===== src/hw/rtl/ced_pkg.sv =====
// Shared types and constants for the escape sequence decoder.
// No dependencies; every other file of the block imports this package.
`timescale 1ns / 1ps

package ced_pkg;

   localparam int CHAR_W  = 8;
   localparam int VALUE_W = 12;

   // Output queue sizing. Two entries must stay free for a decode to commit.
   localparam int Q_DEPTH = 4;
   localparam int Q_PTR_W = $clog2(Q_DEPTH);
   localparam int Q_CNT_W = $clog2(Q_DEPTH + 1);

   // Item kinds on the request channel.
   localparam logic ACT_CHAR = 1'b0;
   localparam logic ACT_END  = 1'b1;

   localparam logic [CHAR_W-1:0] NEWLINE_RESET = 8'd13;

   // Escape codes with a fixed value.
   localparam logic [VALUE_W-1:0] CODE_L      = 12'd10;
   localparam logic [VALUE_W-1:0] CODE_T      = 12'd9;
   localparam logic [VALUE_W-1:0] CODE_B      = 12'd8;
   localparam logic [VALUE_W-1:0] CODE_V      = 12'd11;
   localparam logic [VALUE_W-1:0] CODE_R      = 12'd13;
   localparam logic [VALUE_W-1:0] CODE_F      = 12'd12;
   localparam logic [VALUE_W-1:0] CODE_CR_ESC = 12'd32;

   // Character codes the decoder recognizes.
   localparam logic [CHAR_W-1:0] CH_BACKSLASH = 8'h5c;
   localparam logic [CHAR_W-1:0] CH_CR        = 8'h0d;
   localparam logic [CHAR_W-1:0] CH_N         = 8'h6e;
   localparam logic [CHAR_W-1:0] CH_L         = 8'h6c;
   localparam logic [CHAR_W-1:0] CH_T         = 8'h74;
   localparam logic [CHAR_W-1:0] CH_B         = 8'h62;
   localparam logic [CHAR_W-1:0] CH_V         = 8'h76;
   localparam logic [CHAR_W-1:0] CH_R         = 8'h72;
   localparam logic [CHAR_W-1:0] CH_F         = 8'h66;
   localparam logic [CHAR_W-1:0] CH_X         = 8'h78;
   localparam logic [CHAR_W-1:0] CH_D         = 8'h64;
   localparam logic [CHAR_W-1:0] CH_0         = 8'h30;
   localparam logic [CHAR_W-1:0] CH_7         = 8'h37;
   localparam logic [CHAR_W-1:0] CH_9         = 8'h39;
   localparam logic [CHAR_W-1:0] CH_UA        = 8'h41;
   localparam logic [CHAR_W-1:0] CH_UF        = 8'h46;
   localparam logic [CHAR_W-1:0] CASE_FOLD    = 8'h5f;

   typedef enum logic [2:0] {
      MODE_IDLE = 3'd0,
      MODE_BSL  = 3'd1,
      MODE_HEX  = 3'd2,
      MODE_DEC  = 3'd3,
      MODE_OCT  = 3'd4
   } mode_type;

   // One result word.
   typedef struct packed {
      logic [VALUE_W-1:0] value;
      logic               from_escape;
      logic               last;
   } word_type;

   // Words produced by one decode step, in order; count is 0, 1 or 2.
   typedef struct packed {
      logic [1:0] count;
      word_type   w0;
      word_type   w1;
   } dec_type;

endpackage


===== src/hw/rtl/ced_core.sv =====
// Escape state registers and the combinational decode of one item.
// Depends on ced_pkg.
`timescale 1ns / 1ps

module ced_core
   import ced_pkg::*;
(
   input  logic              clock,
   input  logic              reset,
   input  logic              fire,
   input  logic              action,
   input  logic [CHAR_W-1:0] char_in,
   input  logic [CHAR_W-1:0] newline_code,
   output dec_type           dec
);

   mode_type           mode_ff, mode_in;
   logic [VALUE_W-1:0] value_ff, value_in;
   logic [1:0]         count_ff, count_in;

   logic               is_dec, is_oct, is_hex, is_bsl;
   logic [CHAR_W-1:0]  folded;
   logic [3:0]         hex_val, digit;
   logic               digit_ok, done, numeric;
   logic [VALUE_W-1:0] acc;
   logic [1:0]         cnt_next;

   // Character classes.
   assign is_bsl  = (char_in == CH_BACKSLASH);
   assign is_dec  = char_in inside {[CH_0:CH_9]};
   assign is_oct  = char_in inside {[CH_0:CH_7]};
   assign folded  = char_in & CASE_FOLD;
   assign is_hex  = is_dec || (!char_in[CHAR_W-1] && (folded inside {[CH_UA:CH_UF]}));
   assign hex_val = is_dec ? char_in[3:0] : 4'(folded - CH_UA + 8'd10);

   assign numeric  = (mode_ff == MODE_HEX) || (mode_ff == MODE_DEC) || (mode_ff == MODE_OCT);
   assign cnt_next = count_ff + 2'd1;

   // Digit value, accumulation and completion for the current numeric mode.
   always_comb begin
      digit    = 4'd0;
      digit_ok = 1'b0;
      acc      = value_ff;
      done     = 1'b0;
      case (mode_ff)
         MODE_HEX: begin
            digit    = hex_val;
            digit_ok = is_hex;
            acc      = {value_ff[VALUE_W-5:0], 4'b0} + VALUE_W'(digit);
            done     = (cnt_next >= 2'd2);
         end
         MODE_DEC: begin
            digit    = char_in[3:0];
            digit_ok = is_dec;
            acc      = {value_ff[VALUE_W-4:0], 3'b0} + {value_ff[VALUE_W-2:0], 1'b0}
                       + VALUE_W'(digit);
            done     = (cnt_next == 2'd3);
         end
         MODE_OCT: begin
            digit    = {1'b0, char_in[2:0]};
            digit_ok = is_oct;
            acc      = {value_ff[VALUE_W-4:0], 3'b0} + VALUE_W'(digit);
            done     = (cnt_next == 2'd3);
         end
         default: begin
            digit    = 4'd0;
            digit_ok = 1'b0;
         end
      endcase
   end

   // Next state.
   always_comb begin
      mode_in  = mode_ff;
      value_in = value_ff;
      count_in = count_ff;
      if (fire) begin
         if (action == ACT_END) begin
            mode_in  = MODE_IDLE;
            value_in = '0;
            count_in = '0;
         end else begin
            case (mode_ff)
               MODE_BSL: begin
                  mode_in  = MODE_IDLE;
                  value_in = '0;
                  count_in = '0;
                  if (char_in == CH_X) begin
                     mode_in = MODE_HEX;
                  end else if (char_in == CH_D) begin
                     mode_in = MODE_DEC;
                  end else if (is_oct) begin
                     mode_in  = MODE_OCT;
                     value_in = VALUE_W'(char_in[2:0]);
                  end
               end
               MODE_HEX, MODE_DEC, MODE_OCT: begin
                  if (digit_ok && !done) begin
                     value_in = acc;
                     count_in = cnt_next;
                  end else begin
                     value_in = '0;
                     count_in = '0;
                     mode_in  = (!digit_ok && is_bsl) ? MODE_BSL : MODE_IDLE;
                  end
               end
               default: begin
                  value_in = '0;
                  count_in = '0;
                  mode_in  = is_bsl ? MODE_BSL : MODE_IDLE;
               end
            endcase
         end
      end
   end

   // Result words.
   always_comb begin
      dec = '0;
      if (action == ACT_END) begin
         if (numeric) begin
            dec.count = 2'd1;
            dec.w0    = '{value: value_ff, from_escape: 1'b1, last: 1'b1};
         end
      end else begin
         case (mode_ff)
            MODE_BSL: begin
               dec.count = 2'd1;
               dec.w0    = '{value: VALUE_W'(char_in), from_escape: 1'b1, last: 1'b1};
               case (char_in)
                  CH_N:  dec.w0.value = VALUE_W'(newline_code);
                  CH_L:  dec.w0.value = CODE_L;
                  CH_T:  dec.w0.value = CODE_T;
                  CH_B:  dec.w0.value = CODE_B;
                  CH_V:  dec.w0.value = CODE_V;
                  CH_R:  dec.w0.value = CODE_R;
                  CH_F:  dec.w0.value = CODE_F;
                  CH_CR: dec.w0.value = CODE_CR_ESC;
                  CH_X, CH_D: dec.count = 2'd0;
                  default: begin
                     if (is_oct) begin
                        dec.count = 2'd0;
                     end
                  end
               endcase
            end
            MODE_HEX, MODE_DEC, MODE_OCT: begin
               if (digit_ok) begin
                  if (done) begin
                     dec.count = 2'd1;
                     dec.w0    = '{value: acc, from_escape: 1'b1, last: 1'b1};
                  end
               end else begin
                  // Pending value first; a backslash then only opens an escape.
                  dec.w0 = '{value: value_ff, from_escape: 1'b1, last: is_bsl};
                  if (is_bsl) begin
                     dec.count = 2'd1;
                  end else begin
                     dec.count = 2'd2;
                     dec.w1    = '{value: VALUE_W'(char_in), from_escape: 1'b0, last: 1'b1};
                  end
               end
            end
            default: begin
               if (!is_bsl) begin
                  dec.count = 2'd1;
                  dec.w0    = '{value: VALUE_W'(char_in), from_escape: 1'b0, last: 1'b1};
               end
            end
         endcase
      end
      if (!fire) begin
         dec.count = 2'd0;
      end
   end

   always_ff @(posedge clock) begin
      if (reset) begin
         mode_ff  <= MODE_IDLE;
         value_ff <= '0;
         count_ff <= '0;
      end else begin
         mode_ff  <= mode_in;
         value_ff <= value_in;
         count_ff <= count_in;
      end
   end

`ifndef SYNTHESIS
   a_first_not_last_means_two : assert property (@(posedge clock) disable iff (reset)
      (dec.count != 2'd0 && !dec.w0.last) |-> dec.count == 2'd2)
      else $error("first word without last flag but no second word");

   a_second_is_plain_last : assert property (@(posedge clock) disable iff (reset)
      (dec.count == 2'd2) |-> (!dec.w1.from_escape && dec.w1.last && !is_bsl))
      else $error("second word malformed");

   a_end_goes_idle : assert property (@(posedge clock) disable iff (reset)
      (fire && action == ACT_END) |=> (mode_ff == MODE_IDLE && value_ff == '0))
      else $error("end item did not clear escape state");
`endif

endmodule


===== src/hw/rtl/ced_queue.sv =====
// Result word queue between the decode step and the response channel.
// Depends on ced_pkg.
`timescale 1ns / 1ps

module ced_queue
   import ced_pkg::*;
(
   input  logic               clock,
   input  logic               reset,
   input  dec_type            dec,
   output logic               space,
   output logic               rsp_valid,
   input  logic               rsp_stall,
   output word_type           head
);

   word_type           mem_ff [Q_DEPTH];
   logic [Q_PTR_W-1:0] wr_ptr_ff, wr_ptr_in;
   logic [Q_PTR_W-1:0] rd_ptr_ff, rd_ptr_in;
   logic [Q_CNT_W-1:0] count_ff, count_in;
   logic [Q_PTR_W-1:0] wr_ptr_1;
   logic               pop;

   assign rsp_valid = (count_ff != '0);
   assign pop       = rsp_valid && !rsp_stall;
   assign space     = (count_ff <= Q_CNT_W'(Q_DEPTH - 2));
   assign head      = mem_ff[rd_ptr_ff];
   assign wr_ptr_1  = wr_ptr_ff + Q_PTR_W'(1);

   assign wr_ptr_in = wr_ptr_ff + Q_PTR_W'(dec.count);
   assign rd_ptr_in = rd_ptr_ff + Q_PTR_W'(pop);
   assign count_in  = count_ff + Q_CNT_W'(dec.count) - Q_CNT_W'(pop);

   always_ff @(posedge clock) begin
      if (dec.count != 2'd0) begin
         mem_ff[wr_ptr_ff] <= dec.w0;
      end
      if (dec.count == 2'd2) begin
         mem_ff[wr_ptr_1] <= dec.w1;
      end
   end

   always_ff @(posedge clock) begin
      if (reset) begin
         wr_ptr_ff <= '0;
         rd_ptr_ff <= '0;
         count_ff  <= '0;
      end else begin
         wr_ptr_ff <= wr_ptr_in;
         rd_ptr_ff <= rd_ptr_in;
         count_ff  <= count_in;
      end
   end

`ifndef SYNTHESIS
   a_no_overflow : assert property (@(posedge clock) disable iff (reset)
      (dec.count != 2'd0) |-> space)
      else $error("words pushed without room in the queue");

   a_count_bound : assert property (@(posedge clock) disable iff (reset)
      count_ff <= Q_CNT_W'(Q_DEPTH))
      else $error("queue count beyond depth");

   a_count_tracks : assert property (@(posedge clock) disable iff (reset)
      !reset |=> count_ff == $past(count_ff) + Q_CNT_W'($past(dec.count))
                 - Q_CNT_W'($past(pop)))
      else $error("queue count does not follow pushes and pops");
`endif

endmodule


===== src/hw/rtl/c_escape_sequence_decoder.sv =====
// Top level of the escape sequence decoder: input register, decode core, result queue.
// Depends on ced_pkg, ced_core and ced_queue.
`timescale 1ns / 1ps

// Decodes the body of a character or string literal, one byte per request
// word. Plain bytes pass through; a backslash opens an escape (n, l, t, b, v,
// r, f, carriage return, x with up to two hex digits, d with up to three
// decimal digits, or an octal digit followed by up to three more). A byte
// other than a backslash that ends a numeric escape early yields two words:
// the pending value, then that byte decoded afresh; a backslash yields the
// pending value alone. An end word (req_action high) flushes a pending
// numeric value. Each request word is captured in an input register, then
// decoded into a four-word result queue, so a request may be taken every
// cycle while the queue has room for two words. The response channel moves
// one word per cycle while rsp_stall is low, which sets the sustained rate:
// one response word per request for ordinary text and two for a request that
// ends a numeric escape with another byte. The n escape value comes from the
// csr register, reset to 13; write it only while no request is in flight.

module c_escape_sequence_decoder
   import ced_pkg::*;
(
   input  logic               clock,
   input  logic               reset,
   // Request channel.
   input  logic               req_valid,
   output logic               req_stall,
   input  logic               req_action,
   input  logic [CHAR_W-1:0]  req_char_in,
   // Response channel.
   output logic               rsp_valid,
   input  logic               rsp_stall,
   output logic [VALUE_W-1:0] rsp_value_out,
   output logic               rsp_from_escape,
   output logic               rsp_last,
   // Newline code register.
   input  logic               csr_wr_en,
   input  logic [CHAR_W-1:0]  csr_wr_data
);

   logic              in_valid_ff, in_valid_in;
   logic              in_action_ff;
   logic [CHAR_W-1:0] in_char_ff;
   logic [CHAR_W-1:0] newline_ff;
   logic              load, fire, space;
   dec_type           dec;
   word_type          head;

   // The held word is decoded as soon as the queue has room for two results.
   // The input register accepts a new word whenever it is empty or its word is
   // being decoded in this same cycle.
   assign fire        = in_valid_ff && space;
   assign req_stall   = in_valid_ff && !fire;
   assign load        = req_valid && !req_stall;
   assign in_valid_in = load || (in_valid_ff && !fire);

   always_ff @(posedge clock) begin
      if (reset) begin
         in_valid_ff <= 1'b0;
         newline_ff  <= NEWLINE_RESET;
      end else begin
         in_valid_ff <= in_valid_in;
         if (csr_wr_en) begin
            newline_ff <= csr_wr_data;
         end
      end
   end

   // Payload of the input register needs no reset.
   always_ff @(posedge clock) begin
      if (load) begin
         in_action_ff <= req_action;
         in_char_ff   <= req_char_in;
      end
   end

   ced_core u_core (
      .clock        (clock),
      .reset        (reset),
      .fire         (fire),
      .action       (in_action_ff),
      .char_in      (in_char_ff),
      .newline_code (newline_ff),
      .dec          (dec)
   );

   ced_queue u_queue (
      .clock     (clock),
      .reset     (reset),
      .dec       (dec),
      .space     (space),
      .rsp_valid (rsp_valid),
      .rsp_stall (rsp_stall),
      .head      (head)
   );

   assign rsp_value_out   = head.value;
   assign rsp_from_escape = head.from_escape;
   assign rsp_last        = head.last;

endmodule


===== config.mk =====
export PLATFORM = sky130hd
export DESIGN_NAME = c_escape_sequence_decoder
export DESIGN_NICKNAME = d
export VERILOG_FILES = /design/src/hw/rtl/ced_pkg.sv /design/src/hw/rtl/ced_core.sv /design/src/hw/rtl/ced_queue.sv /design/src/hw/rtl/c_escape_sequence_decoder.sv
export SDC_FILE = /design/constraint.sdc
export NUM_CORES = 1
export LEC_CHECK = 0
export ABC_AREA = 1
export BUFFER_PORTS_ARGS = -buffer_cell sky130_fd_sc_hd__buf_2
export CAP_MARGIN = 20
export CORE_UTILIZATION = 40
export DETAILED_ROUTE_END_ITERATION = 12
export HOLD_SLACK_MARGIN = 0.1
export PLACE_DENSITY = 0.67
export SETUP_SLACK_MARGIN = 0.2
export SYNTH_ARGS = -nofsm -noshare
export SYNTH_HDL_FRONTEND = slang
export SYNTH_HIERARCHICAL = 1
export SYNTH_SLANG_ARGS = --single-unit

===== constraint.sdc =====
create_clock -name clock -period 7.6 [get_ports clock]
set_input_delay 1.9 -clock clock [delete_from_list [all_inputs] [get_ports clock]]
set_output_delay 1.9 -clock clock [all_outputs]
set_load 0.05 [all_outputs]

# --- After elaboration in Yosys (flattened, before gate mapping) ---
# Memories as Yosys holds them, arrays and structs flattened. A register that Yosys moved wholly into a read port is not among the register bits.
# Index checks and enable logic that the tools add are counted.
op_classes:
  multipliers: 0
  div: 0
  n_lt_le_gt_ge: 7
  n_reduce_logical: 27
  n_addsub: 12
  n_mux: 41
  n_bitwise: 0
  n_shift: 0
  n_eq_ne: 18
op_table:
  columns: ["operator", "n"]
  rows:
  - ["equality test 8 x 7 -> 1 bit, second input constant", 10]
  - ["one-hot mux 8 bit (8 select lines)", 1]
  - ["2-to-1 mux 12 bit", 4]
  - ["2-to-1 mux 15 bit", 3]
  - ["2-to-1 mux 14 bit", 3]
  - ["one-hot mux 12 bit (3 select lines)", 1]
  - ["2-to-1 mux 16 bit", 2]
  - ["one-hot mux 16 bit (2 select lines)", 1]
  - ["adder 12 x 4 -> 12 bit", 2]
  - ["one-hot mux 12 bit (2 select lines)", 1]
  - ["2-to-1 mux 3 bit", 6]
  - ["<= comparator 8 x 6 -> 1 bit, second input constant", 2]
  - ["adder 12 bit", 1]
  - ["adder 12 x 3 -> 12 bit", 1]
  - ["2-to-1 mux 2 bit", 6]
  - ["logical AND 1 bit", 10]
  - ["2-to-1 mux 10 bit", 1]
  - ["equality test 8 x 4 -> 1 bit, second input constant", 1]
  - [">= comparator 8 x 6 -> 1 bit, second input constant", 1]
  - ["OR reduction 8 bit", 1]
  - [">= comparator 7 bit, second input constant", 1]
  - ["<= comparator 7 bit, second input constant", 1]
  - ["2-to-1 mux 1 bit", 7]
  - ["equality test 3 x 2 -> 1 bit, second input constant", 2]
  - ["25 further kinds", 36]
totals:
  mem_bits_rw: 56
  word_cells: 116
  out_inout_bits: 16
  latchBits: 0
  memories: 1
  rom_bits: 0
  regBits: 42
  input_bits: 22
memory_table:
  columns: ["name", "words", "word_bits", "read_ports", "rd_ports_with_merged_regs", "write_ports", "line_no", "source"]
  rows:
  - ["u_queue.mem_ff", 4, 14, 1, 1, 2, "ced_queue.sv:17", "word_type mem_ff [Q_DEPTH];"]

# --- Longest topological paths before layout ---
# Gate-level depths: netlist (run 1).
logic_depth:
  word_depth: 13
  depth_mapped: 20

# --- Cells and area by module ---
# Netlist (run 1), hierarchy kept.
modules_own_cells:
  columns: ["module", "n_inst", "area_per_inst_um2", "cells_per_inst", "seq_area_each_um2"]
  rows:
  - ["ced_queue", 1, 3276.9, 332, 1821.7]
  - ["ced_core", 1, 2956.6, 535, 340.3]
  - ["c_escape_sequence_decoder", 1, 620.6, 53, 450.4]

# --- Worst setup path after synthesis (run 1) ---
# No wires, ideal clock.
synth_timing:
  path_type: "register to register"
  start: "register in_char_ff[1]"
  end: "memory u_queue/mem_ff[0][0] in the netlist's numbering (enable)"
  stages_incl_launch_ff: 15
  arrival_ns: 3.354
  setup_slack_ns: 3.839
  cell_sequence: "edfxtp_1 > inv_1 > ha_1 > inv_1 > nand3_1 > nand3_2 > nand2_2 > nand2_2 > nand2_4 > nand2_1 > nand2_1 > nor3_1 > nor2_1 > nor2_1 > o31ai_1"
synth_rtl:
  columns: ["element", "line_no", "source"]
  rows:
  - ["from (decl)", "c_escape_sequence_decoder.sv:43", "logic [CHAR_W-1:0] in_char_ff;"]
  - ["from (signal assigned)", "c_escape_sequence_decoder.sv:73", "in_char_ff <= req_char_in;"]
  - ["to (decl)", "ced_queue.sv:17", null]

==> impl_metrics.json, run 1 <==
{
  "crit_chain": "inv_2 -> o21ai_0 -> o22ai_1 -> buf_2",
  "ant_nets": 0,
  "yosys-mux-area-fraction": 0,
  "synth-edff-count": 65,
  "setup_violations": 0,
  "skew_ns": 0.00905,
  "synth.cell_area_um2": 6850,
  "top_usage_layer": "met2",
  "ctsHtreeMaxLevel": 3,
  "initial_utilization": 0.412,
  "cp.required_ns": 5.70,
  "p_clk_frac": 0.318,
  "gr-usage-met2": 0.302,
  "cts_setup_buffers": 0,
  "insertion_delay_ns": 0.36,
  "cts.repair.resized": 0,
  "power.internal_uw": 967,
  "cpPeakStageDelay_ns": 0.99,
  "cts_buffers": 9,
  "cp_slowest_cell": "dfxtp_1",
  "critPathKind": "flop to primary output",
  "most-common-layout-cells": "230 x nand2_1, 107 x nor2_1, 82 x inv_1",
  "gr-total-overflow": 0,
  "cts_buffer_depth": 2,
  "die_y_um": 133,
  "place_inst": 1148,
  "grtUsageMet1": 0.288,
  "grt_max_degree": 33,
  "path_buf_inv": 2,
  "final_layout_size_suffix_gt1_frac": 0.145,
  "yosysSeqAreaShare": 0.381,
  "grt_pass1_wl_mm": 28.1,
  "synth_top_family_by_area": "simple AND/OR/NAND/NOR gates",
  "syn_avg_cell_area_um2": 7.45,
  "mostFrequentLayoutCell": "nand2_1",
  "p_sw_uw": 563,
  "power_mw": 1.53,
  "antenna_found_initial": 0,
  "synthFlopType": "edfxtp_1",
  "cts_tree": "yes",
  "yosys.cell_types.count": 45,
  "n_fill_cell": 1687,
  "area_delta_synth_final_pct": 8.16,
  "clock.fmax_mhz": 232,
  "synth_fa_ha_area_frac": 0.0562,
  "relSlewSlack": 0.322,
  "synth_xor_area_frac": 0.00639,
  "synth_compound_area_frac": 0.159,
  "synth_cells": 920,
  "via_count": 6063,
  "fin_nets": 990,
  "dp_slack_ns": 3.65,
  "hold_class": "flop to flop",
  "cp_top_family": "flip-flops",
  "die-area_um2": 17700,
  "drc_errors": 0,
  "port_buffers": 37,
  "instances_no_fill": 1164,
  "clkTransAtPathRegs_ns": 0.07,
  "report.final.slew_viol_count": 0,
  "antenna_cells": 0,
  "hpwl_mm": 12.9,
  "drt_first_pass_iters": 5,
  "p_per_area_nw_per_um2": 206,
  "rows": 47,
  "ys_ff_latch": 98,
  "io_pins": 38,
  "gr-usage-met3": 0.0341,
  "avgViaCountPerCell": 5.21,
  "finalHoldViolations": 0,
  "peakVddDrop_uv": 143,
  "avgRoutedWirePerCell_um": 14.8,
  "path_max_fanout": 32,
  "core_um2": 16600,
  "fin_setup_tns_ns": 0,
  "place_congestion": 0.944,
  "swShare": 0.368,
  "die_w_um": 133,
  "status": "complete, no violations",
  "power.share.sequential": 0.416,
  "grt_use_total": 0.199,
  "fin_crit_ns": 4.31,
  "maxCapViolCount": 0,
  "cts_sinks": 98,
  "yosysWarnings": 6,
  "grt_pass1_vias": 5461,
  "p_comb_frac": 0.265,
  "root_buffer": "clkbuf_16",
  "hold_buffers": 0,
  "worst_setup_path_start_kind": "flop",
  "ys_async_sr_fraction": 0,
  "leakagePower_nw": 3.13,
  "routed_wl_mm": 17.3,
  "worst_slack_ns": 3.29,
  "worst_pin_slew_ns": 1.02,
  "drt_iter0_drc": 451,
  "synthSimpleGateAreaFrac": 0.301,
  "cp.arrival_ns": 2.41,
  "end_kind": "primary output",
  "rsz0062_at_grt": "false",
  "fin_crit_sh": 0.567
}
-- sequential cells by signal (all words and copies together) (netlist names) --
register           flops
in_action_ff           1
in_char_ff             8
in_valid_ff            1
newline_ff             8
u_core/count_ff        2
u_core/mode_ff         3
u_core/value_ff       12
u_queue/count_ff       3
u_queue/mem_ff        56
u_queue/rd_ptr_ff      2
u_queue/wr_ptr_ff      2
-- final timing paths --
kind | endpoint | slack [ns] | cells past startpoint | from
max | rsp_value_out[6] | 3.29 | 4 | u_queue/rd_ptr_ff[0]$_SDFF_PP0_
min | u_core/count_ff[0]$_SDFFE_PP0P_ | 0.47 | 2 | u_core/count_ff[0]$_SDFFE_PP0P_
max reg2reg | u_queue/mem_ff[1][11]$_DFFE_PP_ | 3.67 | 16 | in_char_ff[0]$_DFFE_PP_
min reg2reg | u_core/count_ff[0]$_SDFFE_PP0P_ | 0.47 | 2 | u_core/count_ff[0]$_SDFFE_PP0P_
-- layer usage --
metal / routed length (um) / vias to the layer above
met5: 0 / -
met2: 7730 / 186
met1: 8360 / 2754
met3: 857 / 24
met4: 309 / 0
li1: - / 3099
-- power by group through the flow --
stage,logic (mW),clock network (mW),registers (mW)
5_1_grt,0.446,0.518,0.642
2_1_floorplan,0.334,0,0.623
6_report,0.406,0.487,0.637
3_5_place_dp,0.405,0,0.649
4_1_cts,0.406,0.497,0.637
3_3_place_gp,0.397,0,0.648
-- area by class of cell --
class	count	area (um2)	area share
multi-input cells	691	3620	0.488
flip-flops and latches	98	2610	0.352
inverters	98	375	0.0506
well taps	220	275	0.0371
clock buffers	9	225	0.0304
repair buffers	41	215	0.0290
clock inverters	7	88.8	0.0120
-- Yosys cell counts, types with 4 or more instances --
cell	count	area [um2]
nand3_1	69	345
buf_2	4	20.0
ha_1	26	325
o31ai_1	4	30.0
o22ai_1	16	100
buf_6	8	90.1
nand2_1	230	863
dfxtp_1	33	661
inv_2	14	52.6
clkbuf_2	4	20.0
clkbuf_1	12	45.0
nor2_1	107	402
nor3_1	6	30.0
o21ai_0	64	320
inv_1	82	308
nand2_2	12	75.1
nor2_2	7	43.8
edfxtp_1	65	1950
a21oi_1	40	200
nand4_1	11	68.8
o21ai_2	24	210
buf_4	6	45.0
o21ai_1	31	155
nand3_2	6	60.1
-- logic make-up after synthesis --
logic type	after synthesis
simple gates	464
fa+ha+maj	29
flops	98
buf+inv	135
xor+xnor	5
other cells	1
compound gates	188
-- through the flow --
step	utilization	area (um2)	hold WS [ns]
detailed placement	0.427	7100	0.454
CTS	0.445	7410	0.473
global route	0.445	7410	0.486
finish	0.445	7410	0.470
floorplan	-	6870	0.429
global placement	0.425	7080	0.450
-- worst reg2reg max path: cells and delay by family (launching register included) --
kind,cells,cell delay [ns]
adder cells (fa/ha/maj),1,0.28
AO/OA/AOI/OAI,1,0.36
flip-flops,1,0.46
AND/OR/NAND/NOR,9,1.77
buffers and inverters,5,0.79
No activity file was read; power rests on OpenSTA's default activity.
==> run 2, diff against run 1 <==
clock period = 4.15 ns   (was 7.6 ns; I/O delays follow)
==> run 2 against run 1 <==
Clock power rose by 81%. Critical path depth grew 13. Register-to-register slack worse by 3.1 ns. Non-clock buffer count rose by 8. Cell count increased by 0.69%. Wire length grew 2.7%. Global-route usage grew 0.68 points. Flip-flop and latch count stayed put. Power increased by 83%. Core utilization is 0.38 points higher. Combinational power is 92% higher.
==> impl_metrics.json, run 2 (synthesized netlist as in run 1, its figures left out) <==
{
  "status": "complete, no violations",
  "top_register": "u_queue/mem_ff",
  "io_pins": 38,
  "die-area_um2": 17700,
  "drt_iter0_drc": 563,
  "min_path_cells": 2,
  "fin_setup_tns_ns": 0,
  "hold_class": "flop to flop",
  "report.final.slew_viol_count": 0,
  "cts_tree": "yes",
  "grt_use_total": 0.206,
  "clkTransAtPathRegs_ns": 0.07,
  "n_fill_cell": 1703,
  "p_comb_frac": 0.278,
  "hp-start": "newline_ff[2]$_SDFFE_PP1P_",
  "p_per_area_nw_per_um2": 374,
  "finalHoldViolations": 0,
  "power.internal_mw": 1.78,
  "r2r_start": "in_char_ff[0]$_DFFE_PP_",
  "p_clk_frac": 0.315,
  "die_w_um": 133,
  "path_max_fanout": 22,
  "avgRoutedWirePerCell_um": 15.1,
  "end_kind": "flop",
  "final_layout_size_suffix_gt1_frac": 0.152,
  "antenna_cells": 0,
  "leakagePower_nw": 3.17,
  "cp.required_ns": 4.20,
  "drt_first_pass_iters": 5,
  "fin_crit_ns": 3.62,
  "most-common-layout-cells": "230 x nand2_1, 107 x nor2_1, 82 x inv_1",
  "area_delta_synth_final_pct": 9.09,
  "hpwl_mm": 13.3,
  "ctsHtreeMaxLevel": 3,
  "largest_register_ff_count": 56,
  "die_y_um": 133,
  "hold_ws_ns": 0.465,
  "p_sw_mw": 1.02,
  "fin_crit_sh": 0.872,
  "rsz0062_at_grt": "false",
  "skew_ns": 0.00737,
  "grt_pass1_vias": 5650,
  "min_to": "newline_ff[2]$_SDFFE_PP1P_",
  "reg2regPathDepth": 17,
  "routed_wl_mm": 17.7,
  "swShare": 0.365,
  "cts_sinks": 98,
  "root_buffer": "clkbuf_16",
  "ant_nets": 0,
  "core_um2": 16600,
  "setup_violations": 0,
  "insertion_delay_ns": 0.35,
  "relSlewSlack": 0.450,
  "maxCapViolCount": 0,
  "crit_chain": "inv_1 -> ha_1 -> inv_1 -> nand3_1 -> nand3_2 -> nand2_2 -> nand2_2 -> nand2_4 -> nand2_1 -> nand2_1 -> nor3_1 -> nor2_1 -> buf_4 -> nor2_8 -> nand3_2 -> o31ai_2 -> buf_4",
  "gr-total-overflow": 0,
  "cts.repair.resized": 0,
  "port_buffers": 37,
  "power.share.sequential": 0.406,
  "cp.arrival_ns": 3.67,
  "cts_buffers": 9,
  "avgViaCountPerCell": 5.30,
  "initial_utilization": 0.412,
  "fin_nets": 998,
  "cts_setup_buffers": 0,
  "via_count": 6215,
  "cpPeakStageDelay_ns": 0.50,
  "clock.fmax_mhz": 276,
  "rrSetupSlack_ns": 0.53,
  "worst_pin_slew_ns": 0.822,
  "drc_errors": 0,
  "grt_max_degree": 33,
  "cp_slowest_cell": "edfxtp_1",
  "cts_buffer_depth": 2,
  "critPathKind": "flop to flop",
  "mostFrequentLayoutCell": "nand2_1",
  "regToRegEndpoint": "u_queue/mem_ff[3][5]$_DFFE_PP_",
  "largestRegisters": "u_queue/mem_ff x56, u_core/value_ff x12",
  "antenna_found_initial": 0,
  "place_congestion": 0.947,
  "rows": 47,
  "hold_buffers": 0,
  "worst_setup_path_start_kind": "flop",
  "peakVddDrop_uv": 263,
  "grt_pass1_wl_mm": 28.9
}
## run 2: per-layer routing
layer	track usage	part of all wire	wire length, um
met1	0.295	0.49	8630
met2	0.318	0.45	7910
met3	0.0322	0.053	941
met4	0.0607	0.014	244
met5	0	0	0
## run 2: worst max path at each step
stage,to,cells after the start,startpoint,slack (ns)
global route,u_queue/mem_ff[3][5]$_DFFE_PP_,16,in_char_ff[0]$_DFFE_PP_,0.20
floorplan,u_queue/mem_ff[0][0]$_DFFE_PP_,14,in_char_ff[1]$_DFFE_PP_,0.39
global placement,u_queue/mem_ff[1][11]$_DFFE_PP_,16,in_char_ff[0]$_DFFE_PP_,0.70
finish,u_queue/mem_ff[3][5]$_DFFE_PP_,17,in_char_ff[0]$_DFFE_PP_,0.53
CTS,u_queue/count_ff[2]$_SDFF_PP0_,19,in_char_ff[0]$_DFFE_PP_,0.56
detailed placement,u_queue/count_ff[2]$_SDFF_PP0_,19,in_char_ff[0]$_DFFE_PP_,0.57
## run 2: cell type report
class / count / area (um2) / share of cell area
Sequential cell: 98 / 2610 / 0.349
Tap cell: 220 / 275 / 0.0368
Multi-Input combinational cell: 691 / 3620 / 0.484
Clock buffer: 9 / 225 / 0.0301
Timing Repair Buffer: 49 / 275 / 0.0368
Inverter: 98 / 375 / 0.0502
Clock inverter: 7 / 92.6 / 0.0124
## run 2: metrics by stage
stage	utilization	setup WS [ns]	std cells	instance area (um2)	power, mW
after CTS	0.449	0.561	1172	7480	2.83
final	0.449	0.530	1172	7480	2.80
after floorplan	-	0.389	924	6870	1.75
after global placement	0.430	0.703	1156	7160	1.93
after global routing	0.449	0.205	1172	7480	2.94
after detailed placement	0.430	0.565	1156	7160	1.94
## run 2: power by group through the flow
stage	combinational, mW	sequential, mW	clock [mW]
floorplan	0.612	1.14	0
global placement	0.772	1.16	0
detailed placement	0.782	1.16	0
CTS	0.785	1.14	0.906
global route	0.856	1.14	0.942
finish	0.779	1.14	0.883
## run 2: critical path: cells and delay by family, from the launching register on
family / cells / cell delay, ns
simple gates: 11 / 1.66
fa+ha+maj: 1 / 0.28
compound gates: 1 / 0.17
buf+inv: 4 / 0.70
flops: 1 / 0.50
==> run 3, diff against run 2 <==
--- a/config.mk
+++ b/config.mk
@@ -8,5 +8,5 @@
 export ABC_AREA = 1
 export BUFFER_PORTS_ARGS = -buffer_cell sky130_fd_sc_hd__buf_2
-export CAP_MARGIN = 20
+export CAP_MARGIN = 15
 export CORE_UTILIZATION = 40
 export DETAILED_ROUTE_END_ITERATION = 12
==> constraint.sdc (replaced) <==
create_clock -name clock -period 4.15 [get_ports clock]
set_input_delay 0.83 -clock clock [delete_from_list [all_inputs] [get_ports clock]]
set_output_delay 0.83 -clock clock [all_outputs]
set_load 0.05 [all_outputs]
==> run 3 against run 2 <==
Count of clock-buffer cells in the layout is the same. Critical path depth shrank 1. Core utilization is essentially flat. Via count grew 0.35%. Die area is the same. Sequential share of layout area is essentially flat. Fmax grew 0.19%. Global-route usage grew 0.37 points. Combinational power shrank 0.8%. First-iteration DRC count shrank 5.3%. Power shrank 0.93%. Critical path type unchanged.
==> impl_metrics.json, run 3 (synthesized netlist as in run 1, its figures left out) <==
{
  "grt_max_degree": 29,
  "hold_class": "flop to flop",
  "place_inst": 1157,
  "antenna_cells": 0,
  "drt_first_pass_iters": 5,
  "avgViaCountPerCell": 5.32,
  "drc_errors": 0,
  "end_kind": "flop",
  "worst_setup_path_start_kind": "flop",
  "instances_no_fill": 1173,
  "skew_ns": 0.00868,
  "hpwl_mm": 13.4,
  "largest_register_ff_count": 56,
  "clkTransAtPathRegs_ns": 0.07,
  "cp_top_family": "simple AND/OR/NAND/NOR gates",
  "initial_utilization": 0.412,
  "insertion_delay_ns": 0.36,
  "cp_slowest_cell": "edfxtp_1",
  "final_layout_size_suffix_gt1_frac": 0.153,
  "io_pins": 38,
  "setup_violations": 0,
  "area_delta_synth_final_pct": 9.00,
  "ctsHtreeMaxLevel": 3,
  "maxCapViolCount": 0,
  "drt_iter0_drc": 533,
  "peakVddDrop_uv": 258,
  "path_buf_inv": 5,
  "path_max_fanout": 20,
  "cpPeakStageDelay_ns": 0.48,
  "finalHoldViolations": 0,
  "critPathKind": "flop to flop",
  "cp.arrival_ns": 3.67,
  "grt_pass1_wl_mm": 29.5,
  "worst_pin_slew_ns": 0.835,
  "via_count": 6237,
  "avgRoutedWirePerCell_um": 15.2,
  "rsz0062_at_grt": "false",
  "largestRegisters": "u_queue/mem_ff x56, u_core/value_ff x12",
  "die-area_um2": 17700,
  "cts_setup_buffers": 0,
  "crit_chain": "inv_1 -> ha_1 -> inv_1 -> nand3_1 -> nand3_2 -> nand2_2 -> nand2_2 -> nand2_4 -> nor3_2 -> inv_2 -> nor2_1 -> inv_2 -> nor2_8 -> nand3_2 -> o31ai_2 -> buf_4",
  "top_register": "u_queue/mem_ff",
  "die_w_um": 133,
  "clock.fmax_mhz": 277,
  "most-common-layout-cells": "230 x nand2_1, 107 x nor2_1, 82 x inv_1",
  "fin_setup_tns_ns": 0,
  "report.final.slew_viol_count": 0,
  "fin_crit_sh": 0.871,
  "grt_pass1_vias": 5836,
  "grt_use_total": 0.209,
  "cts_tree": "yes",
  "cts_buffer_depth": 2,
  "routed_wl_mm": 17.8,
  "cts_buffers": 9,
  "fin_crit_ns": 3.61,
  "antenna_found_initial": 0,
  "cts_sinks": 98,
  "fin_nets": 999,
  "status": "complete, no violations",
  "hold_buffers": 0,
  "gr-total-overflow": 0,
  "root_buffer": "clkbuf_16",
  "port_buffers": 37,
  "rows": 47,
  "leakagePower_nw": 3.17,
  "place_congestion": 0.939,
  "cts.repair.resized": 0,
  "n_fill_cell": 1679,
  "relSlewSlack": 0.441,
  "die_y_um": 133,
  "core_um2": 16600,
  "cp.required_ns": 4.21,
  "mostFrequentLayoutCell": "nand2_1",
  "ant_nets": 0,
  "p_per_area_nw_per_um2": 371
}
## run 3: stage by stage
stage	hold WS (ns)	instance area [um2]	utilization	setup WS, ns	power [mW]
floorplan	0.429	6870	-	0.389	1.75
global placement	0.448	7170	0.431	0.702	1.94
detailed placement	0.451	7170	0.431	0.592	1.95
CTS	0.468	7470	0.449	0.582	2.79
global route	0.503	7470	0.449	0.264	2.91
finish	0.465	7470	0.449	0.537	2.77
## run 3: tightest hold or removal path: cells and delay by family, from the launching register on
family | cells | cell delay (ns)
AND/OR/NAND/NOR | 2 | 0.11
flip-flops | 1 | 0.33
## run 3: cell type report
| class | count | area [um2] | area share |
|---|---|---|---|
| tap | 220 | 275 | 0.0368 |
| clock inverter | 7 | 78.8 | 0.0106 |
| inverter | 98 | 375 | 0.0502 |
| timing repair buffer | 50 | 283 | 0.0378 |
| multi-input combinational | 691 | 3620 | 0.485 |
| clock buffer | 9 | 225 | 0.0301 |
| sequential | 98 | 2610 | 0.350 |
## run 3: path summary, 6_finish.rpt
path                                    from                        endpoint  slack (ns)  cells past startpoint
hold reg to reg   newline_ff[3]$_SDFFE_PP1P_      newline_ff[3]$_SDFFE_PP1P_        0.47                      2
setup / recovery     in_char_ff[0]$_DFFE_PP_  u_queue/mem_ff[1][6]$_DFFE_PP_        0.54                     16
hold / removal    newline_ff[3]$_SDFFE_PP1P_      newline_ff[3]$_SDFFE_PP1P_        0.47                      2
setup reg to reg     in_char_ff[0]$_DFFE_PP_  u_queue/mem_ff[1][6]$_DFFE_PP_        0.54                     16
## run 3: power breakdown
| group | internal [mW] | switching (mW) | leakage [nW] |
|---|---|---|---|
| Sequential | 1.09 | 0.0583 | 0.879 |
| Clock | 0.428 | 0.420 | 0.148 |
| Combinational | 0.203 | 0.570 | 2.14 |
## run 3: metal layers
metal / track usage / routed length (um)
met1: 0.291 / 8590
met2: 0.334 / 8200
met3: 0.0375 / 823
met4: 0.0536 / 167
met5: 0 / 0
